===== config.mk =====
export PLATFORM = sky130hd
export DESIGN_NAME = adc_scan_peak_hold_filter_core
export DESIGN_NICKNAME = d
export VERILOG_FILES = /design/src/rtl/aspf_pkg.sv /design/src/rtl/aspf_front.sv /design/src/rtl/aspf_fifo.sv /design/src/rtl/aspf_back.sv /design/src/rtl/adc_scan_peak_hold_filter_core.sv
export SDC_FILE = /design/constraint.sdc
export NUM_CORES = 2
export LEC_CHECK = 0
export ABC_AREA = 0
export BUFFER_PORTS_ARGS = -buffer_cell sky130_fd_sc_hd__buf_2
export CAP_MARGIN = 20
export CORE_MARGIN = 1.5
export CORE_UTILIZATION = 30
export DETAILED_ROUTE_END_ITERATION = 12
export PLACE_DENSITY = 0.57
export SYNTH_ARGS = -nofsm -noshare
export SYNTH_HDL_FRONTEND = slang
export SYNTH_SLANG_ARGS = --single-unit

===== constraint.sdc =====
create_clock -name clk_i -period 6.1 [get_ports clk_i]
set_input_delay 0.305 -clock clk_i [delete_from_list [all_inputs] [get_ports clk_i]]
set_output_delay 0.305 -clock clk_i [all_outputs]
set_load 0.005 [all_outputs]

===== src/rtl/aspf_pkg.sv =====
// Shared types, constants and helper functions of the ADC scan peak-hold filter.
package aspf_pkg;

  localparam int unsigned SAMPLE_BITS = 12;
  localparam int unsigned NUM_PORTS   = 6;
  localparam int unsigned NUM_GROUPS  = 3;
  localparam int unsigned SCALE_BITS  = 24;
  localparam int unsigned CUR_BITS    = 16;
  localparam int unsigned CUR_SHIFT   = 16;
  localparam int unsigned PORT_BITS   = 3;
  localparam int unsigned SLOT_BITS   = 3;
  localparam int unsigned COUNT_BITS  = 3;
  localparam int unsigned GROUP_BITS  = 2;
  localparam int unsigned PHASE_BITS  = 2;
  localparam int unsigned PROD_BITS   = SAMPLE_BITS + SCALE_BITS;

  // Fixed scan order of the motor ports
  localparam logic [PORT_BITS-1:0] ScanOrder [NUM_PORTS] = '{
    3'd4, 3'd5, 3'd6, 3'd2, 3'd3, 3'd1
  };

  localparam logic [PORT_BITS-1:0] FIRST_PORT = 3'd1;
  localparam logic [PORT_BITS-1:0] LAST_PORT  = 3'd6;

  // Phase codes shared by scan and group counters
  localparam logic [PHASE_BITS-1:0] PHASE_0 = 2'd0;
  localparam logic [PHASE_BITS-1:0] PHASE_1 = 2'd1;
  localparam logic [PHASE_BITS-1:0] PHASE_2 = 2'd2;

  // Configuration register indexes
  localparam logic CFG_MASK  = 1'b0;
  localparam logic CFG_SCALE = 1'b1;

  typedef enum logic [1:0] {
    OP_FIRST,
    OP_SECOND,
    OP_GROUP
  } op_e;

  typedef enum logic [1:0] {
    BK_IDLE,
    BK_PEAK,
    BK_MUL,
    BK_OUT
  } back_state_e;

  // One classified sample passed from front to back
  typedef struct packed {
    op_e                    op;
    logic [SLOT_BITS-1:0]   slot;
    logic [GROUP_BITS-1:0]  group;
    logic [SAMPLE_BITS-1:0] sample;
    logic                   emit;
  } entry_t;

  typedef struct packed {
    logic                 valid;
    logic [SLOT_BITS-1:0] slot;
  } slot_sel_t;

  function automatic logic [SAMPLE_BITS-1:0] max3(input logic [SAMPLE_BITS-1:0] a,
                                                  input logic [SAMPLE_BITS-1:0] b,
                                                  input logic [SAMPLE_BITS-1:0] c);
    logic [SAMPLE_BITS-1:0] m;
    m = a;
    if (b > m) m = b;
    if (c > m) m = c;
    return m;
  endfunction

  // Slot that a port occupies in the scan, given the enable mask
  function automatic slot_sel_t slot_of(input logic [NUM_PORTS-1:0] mask,
                                        input logic [PORT_BITS-1:0] port);
    slot_sel_t            r;
    logic [SLOT_BITS-1:0] n;
    r = '0;
    n = '0;
    for (int k = 0; k < NUM_PORTS; k++) begin
      if (ScanOrder[k] == port) begin
        r.valid = mask[port - 3'd1];
        r.slot  = n;
      end
      if (mask[ScanOrder[k] - 3'd1]) n = n + 3'd1;
    end
    return r;
  endfunction

endpackage


===== src/rtl/aspf_front.sv =====
// Front end: accepts samples, tracks scan position and phases, classifies each sample.
module aspf_front import aspf_pkg::*; (
  input  logic                 clk_i,
  input  logic                 rst_ni,
  input  logic                 push,
  input  logic                 full,
  input  logic [SAMPLE_BITS-1:0] sample_i,
  input  logic [NUM_PORTS-1:0] mask_i,
  input  logic                 mask_wr_i,
  output entry_t               entry_o,
  output logic                 entry_valid_o
);

  logic [SLOT_BITS-1:0]  slot_pos_q, slot_pos_d;
  logic [PHASE_BITS-1:0] scan_phase_q, scan_phase_d;
  logic [PHASE_BITS-1:0] group_phase_q, group_phase_d;
  logic [COUNT_BITS-1:0] count;
  logic [SLOT_BITS-1:0]  slot;
  logic                  end_scan;
  logic                  accept;

  // Number of enabled ports
  assign count  = COUNT_BITS'($countones(mask_i));
  assign accept = push && !full && (count != '0);

  // Current slot, wrapped if past the enabled count
  assign slot     = (slot_pos_q >= count) ? '0 : slot_pos_q;
  assign end_scan = ({1'b0, slot} + 4'd1) >= {1'b0, count};

  // Classify the beat
  always_comb begin
    entry_o        = '0;
    entry_o.slot   = slot;
    entry_o.sample = sample_i;
    entry_o.group  = (group_phase_q == PHASE_1 || group_phase_q == PHASE_2) ?
                     group_phase_q : PHASE_0;
    entry_o.emit   = end_scan && (scan_phase_q == PHASE_2) && (group_phase_q == PHASE_2);
    case (scan_phase_q)
      PHASE_1: entry_o.op = OP_SECOND;
      PHASE_2: entry_o.op = OP_GROUP;
      default: entry_o.op = OP_FIRST;
    endcase
  end

  assign entry_valid_o = accept;

  // Position and phase update
  always_comb begin
    slot_pos_d    = slot_pos_q;
    scan_phase_d  = scan_phase_q;
    group_phase_d = group_phase_q;
    if (accept) begin
      slot_pos_d = end_scan ? '0 : slot + 3'd1;
      if (end_scan) begin
        case (scan_phase_q)
          PHASE_1: scan_phase_d = PHASE_2;
          PHASE_2: begin
            scan_phase_d = PHASE_0;
            case (group_phase_q)
              PHASE_1: group_phase_d = PHASE_2;
              PHASE_2: group_phase_d = PHASE_0;
              default: group_phase_d = PHASE_1;
            endcase
          end
          default: scan_phase_d = PHASE_1;
        endcase
      end
    end
    if (mask_wr_i) slot_pos_d = '0;
  end

  always_ff @(posedge clk_i or negedge rst_ni) begin
    if (!rst_ni) begin
      slot_pos_q    <= '0;
      scan_phase_q  <= PHASE_0;
      group_phase_q <= PHASE_0;
    end else begin
      slot_pos_q    <= slot_pos_d;
      scan_phase_q  <= scan_phase_d;
      group_phase_q <= group_phase_d;
    end
  end

endmodule


===== src/rtl/aspf_fifo.sv =====
// Two-entry queue of classified samples between front and back.
module aspf_fifo import aspf_pkg::*; (
  input  logic   clk_i,
  input  logic   rst_ni,
  input  logic   wr_i,
  input  entry_t wdata_i,
  input  logic   rd_i,
  output entry_t rdata_o,
  output logic   full_o,
  output logic   empty_o
);

  entry_t     mem_q [2];
  logic       wr_ptr_q, rd_ptr_q;
  logic [1:0] cnt_q;

  assign full_o  = (cnt_q == 2'd2);
  assign empty_o = (cnt_q == 2'd0);
  assign rdata_o = mem_q[rd_ptr_q];

  always_ff @(posedge clk_i) begin
    if (wr_i) mem_q[wr_ptr_q] <= wdata_i;
  end

  always_ff @(posedge clk_i or negedge rst_ni) begin
    if (!rst_ni) begin
      wr_ptr_q <= 1'b0;
      rd_ptr_q <= 1'b0;
      cnt_q    <= 2'd0;
    end else begin
      if (wr_i) wr_ptr_q <= ~wr_ptr_q;
      if (rd_i) rd_ptr_q <= ~rd_ptr_q;
      case ({wr_i, rd_i})
        2'b10:   cnt_q <= cnt_q + 2'd1;
        2'b01:   cnt_q <= cnt_q - 2'd1;
        default: cnt_q <= cnt_q;
      endcase
    end
  end

endmodule


===== src/rtl/aspf_back.sv =====
// Back end: updates scan and group stores, then sequences the six filtered results.
module aspf_back import aspf_pkg::*; (
  input  logic                  clk_i,
  input  logic                  rst_ni,
  input  entry_t                entry_i,
  input  logic                  q_empty_i,
  output logic                  q_pop_o,
  input  logic [NUM_PORTS-1:0]  mask_i,
  input  logic [SCALE_BITS-1:0] scale_i,
  input  logic                  pop,
  output logic                  empty,
  output logic [PORT_BITS-1:0]  port_o,
  output logic [SAMPLE_BITS-1:0] peak_code_o,
  output logic [CUR_BITS-1:0]   current_ma_o,
  output logic                  last_o
);

  back_state_e state_q, state_d;

  logic [SAMPLE_BITS-1:0] first_q  [NUM_PORTS];
  logic [SAMPLE_BITS-1:0] second_q [NUM_PORTS];
  logic [SAMPLE_BITS-1:0] grp_q    [NUM_GROUPS][NUM_PORTS];

  logic [PORT_BITS-1:0]   port_q;
  logic [SAMPLE_BITS-1:0] peak_q;
  logic [PROD_BITS-1:0]   prod_q;
  logic                   out_valid_q;
  logic                   out_load;
  logic                   out_free;
  slot_sel_t              sel;
  logic [CUR_BITS-1:0]    cur_sat;

  assign out_free = !out_valid_q || pop;
  assign sel      = slot_of(mask_i, port_q);

  // Saturate the Q16 product
  assign cur_sat = (prod_q[PROD_BITS-1:CUR_SHIFT+CUR_BITS] != '0) ? '1 :
                   prod_q[CUR_SHIFT+CUR_BITS-1:CUR_SHIFT];

  // Next state
  always_comb begin
    state_d = state_q;
    case (state_q)
      BK_IDLE: if (!q_empty_i && entry_i.emit) state_d = BK_PEAK;
      BK_PEAK: state_d = BK_MUL;
      BK_MUL:  state_d = BK_OUT;
      BK_OUT:  if (out_free) state_d = (port_q == LAST_PORT) ? BK_IDLE : BK_PEAK;
      default: state_d = BK_IDLE;
    endcase
  end

  // FSM outputs
  always_comb begin
    q_pop_o  = 1'b0;
    out_load = 1'b0;
    case (state_q)
      BK_IDLE: q_pop_o  = !q_empty_i;
      BK_OUT:  out_load = out_free;
      default: ;
    endcase
  end

  always_ff @(posedge clk_i or negedge rst_ni) begin
    if (!rst_ni) begin
      state_q <= BK_IDLE;
      port_q  <= FIRST_PORT;
    end else begin
      state_q <= state_d;
      if (q_pop_o) port_q <= FIRST_PORT;
      else if (out_load) port_q <= port_q + 3'd1;
    end
  end

  // Scan and group stores
  always_ff @(posedge clk_i or negedge rst_ni) begin
    if (!rst_ni) begin
      for (int i = 0; i < NUM_PORTS; i++) begin
        first_q[i]  <= '0;
        second_q[i] <= '0;
        for (int g = 0; g < NUM_GROUPS; g++) grp_q[g][i] <= '0;
      end
    end else if (q_pop_o) begin
      case (entry_i.op)
        OP_FIRST:  first_q[entry_i.slot]  <= entry_i.sample;
        OP_SECOND: second_q[entry_i.slot] <= entry_i.sample;
        OP_GROUP:  grp_q[entry_i.group][entry_i.slot] <=
                     max3(first_q[entry_i.slot], second_q[entry_i.slot], entry_i.sample);
        default: ;
      endcase
    end
  end

  // Peak and scaling datapath
  always_ff @(posedge clk_i) begin
    if (state_q == BK_PEAK) begin
      peak_q <= sel.valid ? max3(grp_q[0][sel.slot], grp_q[1][sel.slot], grp_q[2][sel.slot])
                          : '0;
    end
    if (state_q == BK_MUL) begin
      prod_q <= PROD_BITS'(peak_q) * PROD_BITS'(scale_i);
    end
    if (out_load) begin
      port_o       <= port_q;
      peak_code_o  <= peak_q;
      current_ma_o <= cur_sat;
      last_o       <= (port_q == LAST_PORT);
    end
  end

  // Output register valid
  always_ff @(posedge clk_i or negedge rst_ni) begin
    if (!rst_ni) begin
      out_valid_q <= 1'b0;
    end else if (out_load) begin
      out_valid_q <= 1'b1;
    end else if (pop) begin
      out_valid_q <= 1'b0;
    end
  end

  assign empty = !out_valid_q;

endmodule


===== src/rtl/adc_scan_peak_hold_filter_core.sv =====
// Top level of the ADC scan peak-hold filter: configuration registers, front, queue, back.
//
// Motor current samples come in on a queue-style input (push/full), one beat per
// conversion, in scan order over the enabled ports (order 4,5,6,2,3,1). Results leave
// through a queue-style output (empty/pop): after every ninth scan the block emits six
// beats, ports 1 to 6, with the nine-scan peak code and its current in mA (Q16 scale,
// saturated at 65535); last marks port 6. A disabled port reports zero.
// Configuration: cfg_valid_i/cfg_ready_o with index 0 = enable mask, 1 = mA per code.
// Writing the mask restarts the current scan at slot 0. Write only while idle.
// Throughput: the front takes one sample per cycle while the two-entry queue has room;
// the back retires one sample per cycle while idle. Each result of the sequence steps the
// back through peak select, multiply and output load, and the queue is not read meanwhile.
// The last sample of the ninth scan passes the queue, the peak register, the product
// register and the output register before the first result is on the ports.
// A stalled receiver holds the output register; the back waits, the queue fills and
// full rises. Reset clears the phases, the stores, the configuration registers and the output valid flag.
module adc_scan_peak_hold_filter_core import aspf_pkg::*; (
  input  logic                   clk_i,
  input  logic                   rst_ni,
  input  logic                   push,
  output logic                   full,
  input  logic [SAMPLE_BITS-1:0] sample_i,
  output logic                   empty,
  input  logic                   pop,
  output logic [PORT_BITS-1:0]   port_o,
  output logic [SAMPLE_BITS-1:0] peak_code_o,
  output logic [CUR_BITS-1:0]    current_ma_o,
  output logic                   last_o,
  input  logic                   cfg_valid_i,
  output logic                   cfg_ready_o,
  input  logic                   cfg_index_i,
  input  logic [SCALE_BITS-1:0]  cfg_data_i
);

  logic [NUM_PORTS-1:0]  mask_q;
  logic [SCALE_BITS-1:0] scale_q;
  logic                  cfg_wr;
  logic                  mask_wr;
  entry_t                f_entry, q_entry;
  logic                  f_valid;
  logic                  q_pop, q_empty;

  // Configuration registers
  assign cfg_ready_o = 1'b1;
  assign cfg_wr      = cfg_valid_i && cfg_ready_o;
  assign mask_wr     = cfg_wr && (cfg_index_i == CFG_MASK);

  always_ff @(posedge clk_i or negedge rst_ni) begin
    if (!rst_ni) begin
      mask_q  <= '0;
      scale_q <= '0;
    end else if (cfg_wr) begin
      case (cfg_index_i)
        CFG_MASK:  mask_q  <= cfg_data_i[NUM_PORTS-1:0];
        CFG_SCALE: scale_q <= cfg_data_i;
        default: ;
      endcase
    end
  end

  aspf_front u_front (
    .clk_i         (clk_i),
    .rst_ni        (rst_ni),
    .push          (push),
    .full          (full),
    .sample_i      (sample_i),
    .mask_i        (mask_q),
    .mask_wr_i     (mask_wr),
    .entry_o       (f_entry),
    .entry_valid_o (f_valid)
  );

  aspf_fifo u_fifo (
    .clk_i   (clk_i),
    .rst_ni  (rst_ni),
    .wr_i    (f_valid),
    .wdata_i (f_entry),
    .rd_i    (q_pop),
    .rdata_o (q_entry),
    .full_o  (full),
    .empty_o (q_empty)
  );

  aspf_back u_back (
    .clk_i        (clk_i),
    .rst_ni       (rst_ni),
    .entry_i      (q_entry),
    .q_empty_i    (q_empty),
    .q_pop_o      (q_pop),
    .mask_i       (mask_q),
    .scale_i      (scale_q),
    .pop          (pop),
    .empty        (empty),
    .port_o       (port_o),
    .peak_code_o  (peak_code_o),
    .current_ma_o (current_ma_o),
    .last_o       (last_o)
  );

endmodule


== After elaboration in Yosys (flattened, before gate mapping) ==
Memory sizes are Yosys's and may differ from the RTL's.
Cells that the tools add are included.

* Register bits: 487
* Memory bits (writable): 40
* Bits of input ports: 42
* Output and inout bits: 35
* Logic and storage cells: 198
* Memories kept: 1

{| class="wikitable"
|+ Memories
! memory !! depth !! width !! rd ports !! clocked after Yosys merged registers in !! wr ports !! line !! text
|-
| u_fifo.mem_q || 2 || 20 || 1 || 0 || 1 || aspf_fifo.sv:13 || <nowiki>entry_t mem_q [2];</nowiki>
|}

* $add $sub $neg: 15
* Multipliers: 1
* Magnitude comparators: 12
* Equality and inequality tests: 21
* Multiplexer cells: 65
* Bitwise logic cells: 6
* Reductions and logical operators: 30

{| class="wikitable"
|+ Operator list
! cell !! count
|-
| $mux W12 || 20
|-
| $bwmux W216 || 1
|-
| $bmux W12 S3 || 5
|-
| $bwmux W72 || 2
|-
| $demux W72 S2 || 1
|-
| $mux W72 || 1
|-
| $gt A12 B12 Y1 || 4
|-
| $demux W12 S3 || 1
|-
| $mul A12 B24 Y36 || 1
|-
| $mux W3 || 10
|-
| $mux W4 || 6
|-
| $pmux W2 S2 || 4
|-
| $add A3 B1 Y3 const B || 5
|-
| $eq A2 B2 Y1 const B || 7
|-
| $reduce_and A2 Y1 || 7
|-
| $eq A2 B1 Y1 const B || 5
|-
| $eq A3 B3 Y1 const A || 3
|-
| $mux W1 || 9
|-
| $ge A4 B4 Y1 const B || 2
|-
| $logic_and A1 B1 Y1 || 8
|-
| $not A3 Y4 || 2
|-
| $pmux W2 S4 || 1
|-
| $reduce_bool A2 Y1 || 4
|-
| $add A1 B1 Y2 || 3
|-
| 26 further kinds || 38
|}

== Longest topological paths before layout ==
* Word-level depth: 19
* Gate-level depth with buffers: 34

== By module ==
Synthesis repeated with hierarchy kept, for this count alone.

* Cell total of the unflattened synthesis: 3191
* Area, all modules: 32698.9 um^2

{| class="wikitable"
|+ By module, submodules not included
! module !! instances !! cells each !! area each (um^2) !! sequential area each (um^2)
|-
| aspf_back || 1 || 2963 || 29062.9 || 11081.9
|-
| aspf_fifo || 1 || 78 || 1627.8 || 1301.2
|-
| adc_scan_peak_hold_filter_core || 1 || 68 || 1224.9 || 750.7
|-
| aspf_front || 1 || 82 || 783.3 || 175.2
|}

== Worst setup path after synthesis ==
Ideal clock, no wire load.

* Path kind: flip-flop to flip-flop
* Start: register mask_q[3]
* End: register u_back.peak_q[10], data pin
* Library setup time: 0.167 ns
* Data arrival time: 6.265 ns
* Setup slack: -0.333 ns
* Cell stages (with the launch flop): 34
* Buffers on the path: 4
* Period minus slack after synthesis: 6.433 ns
* Cells stage by stage: dfrtp_1 inv_1 ha_1 xor2_1 ha_1 nand2_1 o31ai_1 ha_1 nand4b_1 o21a_1 a211o_1 nand2b_1 clkbuf_1 clkbuf_1 nor2_1 a21oi_1 ha_1 a21oi_1 o21ai_0 a221o_1 o22ai_1 buf_2 mux2i_1 mux2i_1 a22oi_1 ha_1 nor2b_1 o21a_1 o21a_1 o21ai_0 a41oi_1 buf_2 a31o_2 a211oi_1

* Longest elaborated chain between the ends: 19

{| class="wikitable"
|+ Ends and longest elaborated chain
! what !! line !! text
|-
| start: declaration || adc_scan_peak_hold_filter_core.sv:35 || <nowiki>logic [NUM_PORTS-1:0] mask_q;</nowiki>
|-
| start signal: assignment || adc_scan_peak_hold_filter_core.sv:54 || <nowiki>CFG_MASK: mask_q <= cfg_data_i[NUM_PORTS-1:0];</nowiki>
|-
| $mux W1 || aspf_pkg.sv:83 || <nowiki>if (mask[ScanOrder[k] - 3'd1]) n = n + 3'd1;</nowiki>
|-
| $add A1 B1 Y2 || aspf_pkg.sv:83 ||
|-
| $mux W3 || aspf_pkg.sv:83 ||
|-
| $add A3 B1 Y3 || aspf_pkg.sv:83 ||
|-
| $mux W3 || aspf_pkg.sv:83 ||
|-
| $add A3 B1 Y3 || aspf_pkg.sv:83 ||
|-
| $mux W3 || aspf_pkg.sv:83 ||
|-
| $add A3 B1 Y3 || aspf_pkg.sv:83 ||
|-
| [2 not listed] || - ||
|-
| $not A3 Y4 (implied by the code) || aspf_back.sv:96 || <nowiki>peak_q <= sel.valid ? max3(grp_q[0][sel.slot], grp_q[1][sel.slot], grp_q[2][sel.slot])</nowiki>
|-
| $bmux W12 S3 || aspf_back.sv:96 ||
|-
| $mux W12 (implied by the code) (2 in a row) || aspf_back.sv:96 ||
|-
| $gt A12 B12 Y1 || aspf_pkg.sv:66 || <nowiki>if (b > m) m = b;</nowiki>
|-
| $mux W12 || aspf_pkg.sv:66 ||
|-
| $mux W12 || aspf_back.sv:95 || <nowiki>if (state_q == BK_PEAK) begin</nowiki>
|-
| $gt A12 B12 Y1 || aspf_pkg.sv:67 || <nowiki>if (c > m) m = c;</nowiki>
|-
| $mux W12 || aspf_pkg.sv:67 ||
|-
| end signal: assignment || aspf_back.sv:96 ||
|-
| end: declaration || aspf_back.sv:25 || <nowiki>logic [SAMPLE_BITS-1:0] peak_q;</nowiki>
|}

Mark *: on every way between the ends. The rest lies on a longest branch, timed or not. The select of a mux whose other input is x is not followed.
A chain may end at the register's enable or synchronous reset.

== Worst setup path after layout ==
* Start: register mask_q[3]
* End: register u_back.peak_q[8], data pin

Same word-level chain as after synthesis.

==> metrics.yaml <==
worst_setup_path:
  cp_max_fo: 6
  path_class: "reg2reg"
  crit_top_cell: "ha_1"
  worstPathArrival_ns: 6.88
  rr_endpoint: "u_back.peak_q[8]$_SDFFCE_PN0N_"
  slowest_delay_ns: 0.42
  cp-end-kind: "flop"
  cp.required_ns: 6.56
  slowest_stage: "a221o_1"
  rr_worst_depth: 33
  timing.reg2reg.setup_slack_ns: -0.32
  cp-start-kind: "flop"
  r2r_start: "mask_q[3]$_DFFE_PN0P_"
floorplan:
  initial_core_util: 0.302
  coreArea_um2: 109000
  ioPinCount: 77
  dieArea_um2: 112000
  die_h_um: 334
  die_width_um: 334
  placementRows: 121
synth:
  synth_simple_gate_area_frac: 0.129
  syn_area_um2: 32900
  synth_top_family_by_area: "adder cells"
  synth_compound_gate_area_share: 0.121
  synth_top_area_frac: 0.309
  async_reset_ff_frac: 0.796
  ys_types: 96
  yosys.area.top_type: "dfrtp_1"
  netlist_instances: 3244
  avgSynthCellArea_um2: 10.1
  synth.area.mux_share: 0.0847
  syn_nets: 3657
  synth-main-ff-cell: "dfrtp_1"
  ys_top_cells_by_area: "dfrtp_1, fa_1, edfxtp_1"
  ys_ff_latch: 511
  ys_seq_area_frac: 0.404
  synth_warnings: 0
  synth_xor_area_frac: 0.00882
  synth_edf_count: 104
  synthAdderAreaFrac: 0.191
layout:
  stdcell_area_um2: 39300
  fill_cells: 10900
  finalNonFillerCells: 4960
  area_growth_pct: 19.4
  fin_nets: 3907
  drive_gt1_frac: 0.177
cts:
  clock_sink_count: 511
  tritoncts.num_buffers: 59
  cts_tree: "built"
  cts.path.max_buffers: 3
  clk_latency_ns: 0.65
  cts_max_level: 2
  ctsRootBufferMaster: "clkbuf_16"
  clk_pin_slew_ns: 0.07
sta:
  fmax_ghz: 0.156
  tightestPinTransition_ns: 1.08
  finalSetupViolCount: 12
  max-slew-margin-rel: 0.276
  rsz0062_at_grt: "true"
  fin_skew_ns: 0.0422
  timing.final.crit_share: 1.05
  timing.final.ws_setup_ns: -0.323
  period_needed_ns: 6.42
  holdWs_ns: 0.0798
  slew_viol_final: 0
  hold_violations: 0
drt:
  viasPerCell: 4.82
  wl_um: 91100
  drc: 0
  drt-initial-drc-count: 1385
  final_antenna_net_count: 0
  detail_route.wl_per_cell_um: 18.4
  drt-pass1-iter-count: 5
  vias: 23900
global_route:
  antenna_found_initial: 2
  grtUsageTotal: 0.166
  first_global_vias: 25000
  gr-total-overflow: 0
  grt_pass1_wl_um: 146000
  grt_max_degree: 164
hold_path:
  hold_start: "pop"
  hold_depth: 3
  hold_end: "u_back.out_valid_q$_DFFE_PN0P_"
  min_path_type: "in2reg"
placed_design:
  place_congestion: 0.902
  dp_cells: 4777
  port_buffers: 75
  place_ws_ns: -0.465
  dp_hpwl_um: 66200
  placed_area_um2: 36400
outcome:
  violations: "setup timing"
  run_status: "finished with violations"
job:
  drv_cap: 0
==> cell usage after synthesis (all sizes together) (14+ instances only) <==
cell type	count
fa	221
edfxtp	104
dfrtp	406
nor2	163
mux4	27
inv	273
mux2i	137
ha	150
nor2b	14
o21ai	338
nor3	18
clkbuf	144
nand2b	27
nand2	563
o22ai	17
a21oi	155
a22oi	26
xnor2	23
buf	54
a211oi	15
mux2	68
and2	128
==> area by class of cell <==
cell class	count	area [um^2]	share of cell area
Multi-Input combinational cell	2262	17900	0.455
Sequential cell	511	13300	0.339
Timing Repair Buffer	387	3260	0.0830
Tap cell	1414	1770	0.0450
Clock buffer	77	1610	0.0411
Inverter	273	1020	0.0261
Clock inverter	35	432	0.0110
Antenna cell	1	2.50	0.0000637
==> through the flow <==
stage,TNS (ns),utilization
floorplan,0,-
CTS,-2.36,0.359
global route,-7.19,0.361
global placement,-3.11,0.334
detailed placement,-4.66,0.334
finish,-3.17,0.361
==> flip-flops by register name, summed over array words and instances (netlist names), 6 cells and up <==
name and count:
scale_q 24, u_back.current_ma_o 16, u_back.peak_q 12, u_back.second_q 72
mask_q 6, u_back.first_q 72, u_back.grp_q 216, u_fifo.mem_q 40
u_back.peak_code_o 12, u_back.prod_q 20
==> how the worst max path moves through the flow <==
stage	slack, ns	to	startpoint	depth (start not counted)
2_1_floorplan	0.02	u_back.peak_q[10]$_SDFFCE_PN0N_	mask_q[3]$_DFFE_PN0P_	31
3_3_place_gp	-0.31	u_back.peak_q[9]$_SDFFCE_PN0N_	mask_q[3]$_DFFE_PN0P_	30
3_5_place_dp	-0.46	u_back.peak_q[1]$_SDFFCE_PN0N_	mask_q[3]$_DFFE_PN0P_	29
4_1_cts	-0.26	u_back.peak_q[6]$_SDFFCE_PN0N_	mask_q[3]$_DFFE_PN0P_	30
5_1_grt	-0.66	u_back.peak_q[4]$_SDFFCE_PN0N_	mask_q[3]$_DFFE_PN0P_	30
6_report	-0.32	u_back.peak_q[8]$_SDFFCE_PN0N_	mask_q[3]$_DFFE_PN0P_	33
==> what timing repair did <==
| item | in CTS | in global routing |
|---|---|---|
| cloned | 2 | 0 |
| hold buffers | 37 | 0 |
| buffers inserted | 24 | 7 |
| setup endpoints to repair | 12 | 235 |
| hold endpoints to repair | 171 | 0 |
| pin swaps | 3 | 7 |
| gates resized for setup | 15 | 28 |
==> critical path, delay by kind of cell, from the launching register on <==
family	cells	cell delay, ns
AO/OA/AOI/OAI	14	2.66
AND/OR/NAND/NOR	4	0.44
buffers and inverters	6	0.88
adder cells (fa/ha/maj)	5	1.28
multiplexers	3	0.41
flip-flops	1	0.41
XOR/XNOR	1	0.16
==> logic make-up (layout without fill, tap and decap cells) <==
family / Yosys count / after routing
and+or+nand+nor: 961 / 961
AOI/OAI and AO/OA: 666 / 666
DFF: 511 / 511
buffers and inverters: 471 / 772
adders and majority gates: 371 / 371
muxes: 232 / 232
xor gates and xnor gates: 31 / 31
other: 1 / 2
==> per-layer routing <==
layer / share of wire / vias to the layer above / global-route usage
met4: 0.018 / 4 / 0.0355
met5: 0.00032 / - / 0
met1: 0.45 / 11800 / 0.224
met3: 0.049 / 121 / 0.0220
met2: 0.48 / 554 / 0.283
li1: - / 11400 / -
==> layout by cell type, fill, tap and decap left out, types with 27 or more instances in the layout <==
master         Yosys  routed
ha_1             150     147
o21ai_0          303     299
buf_4             16     236
nand2_1          563     561
o21ai_1           25      28
nor2_1           159     155
a21oi_1          154     148
buf_2             22      74
fa_1             221     221
nand2b_1          27      27
edfxtp_1         104     104
and2_1           128     127
buf_12             2      31
mux2_2            63      63
clkbuf_16          0      59
inv_1            272     270
mux4_2            27      27
dfrtp_1          406     402
dlygate4sd3_1      0      37
mux2i_1          134     132
Power is left out: the tool's default activity adds up to more than one toggle a clock period on the data nets, which glitch-free logic cannot reach.
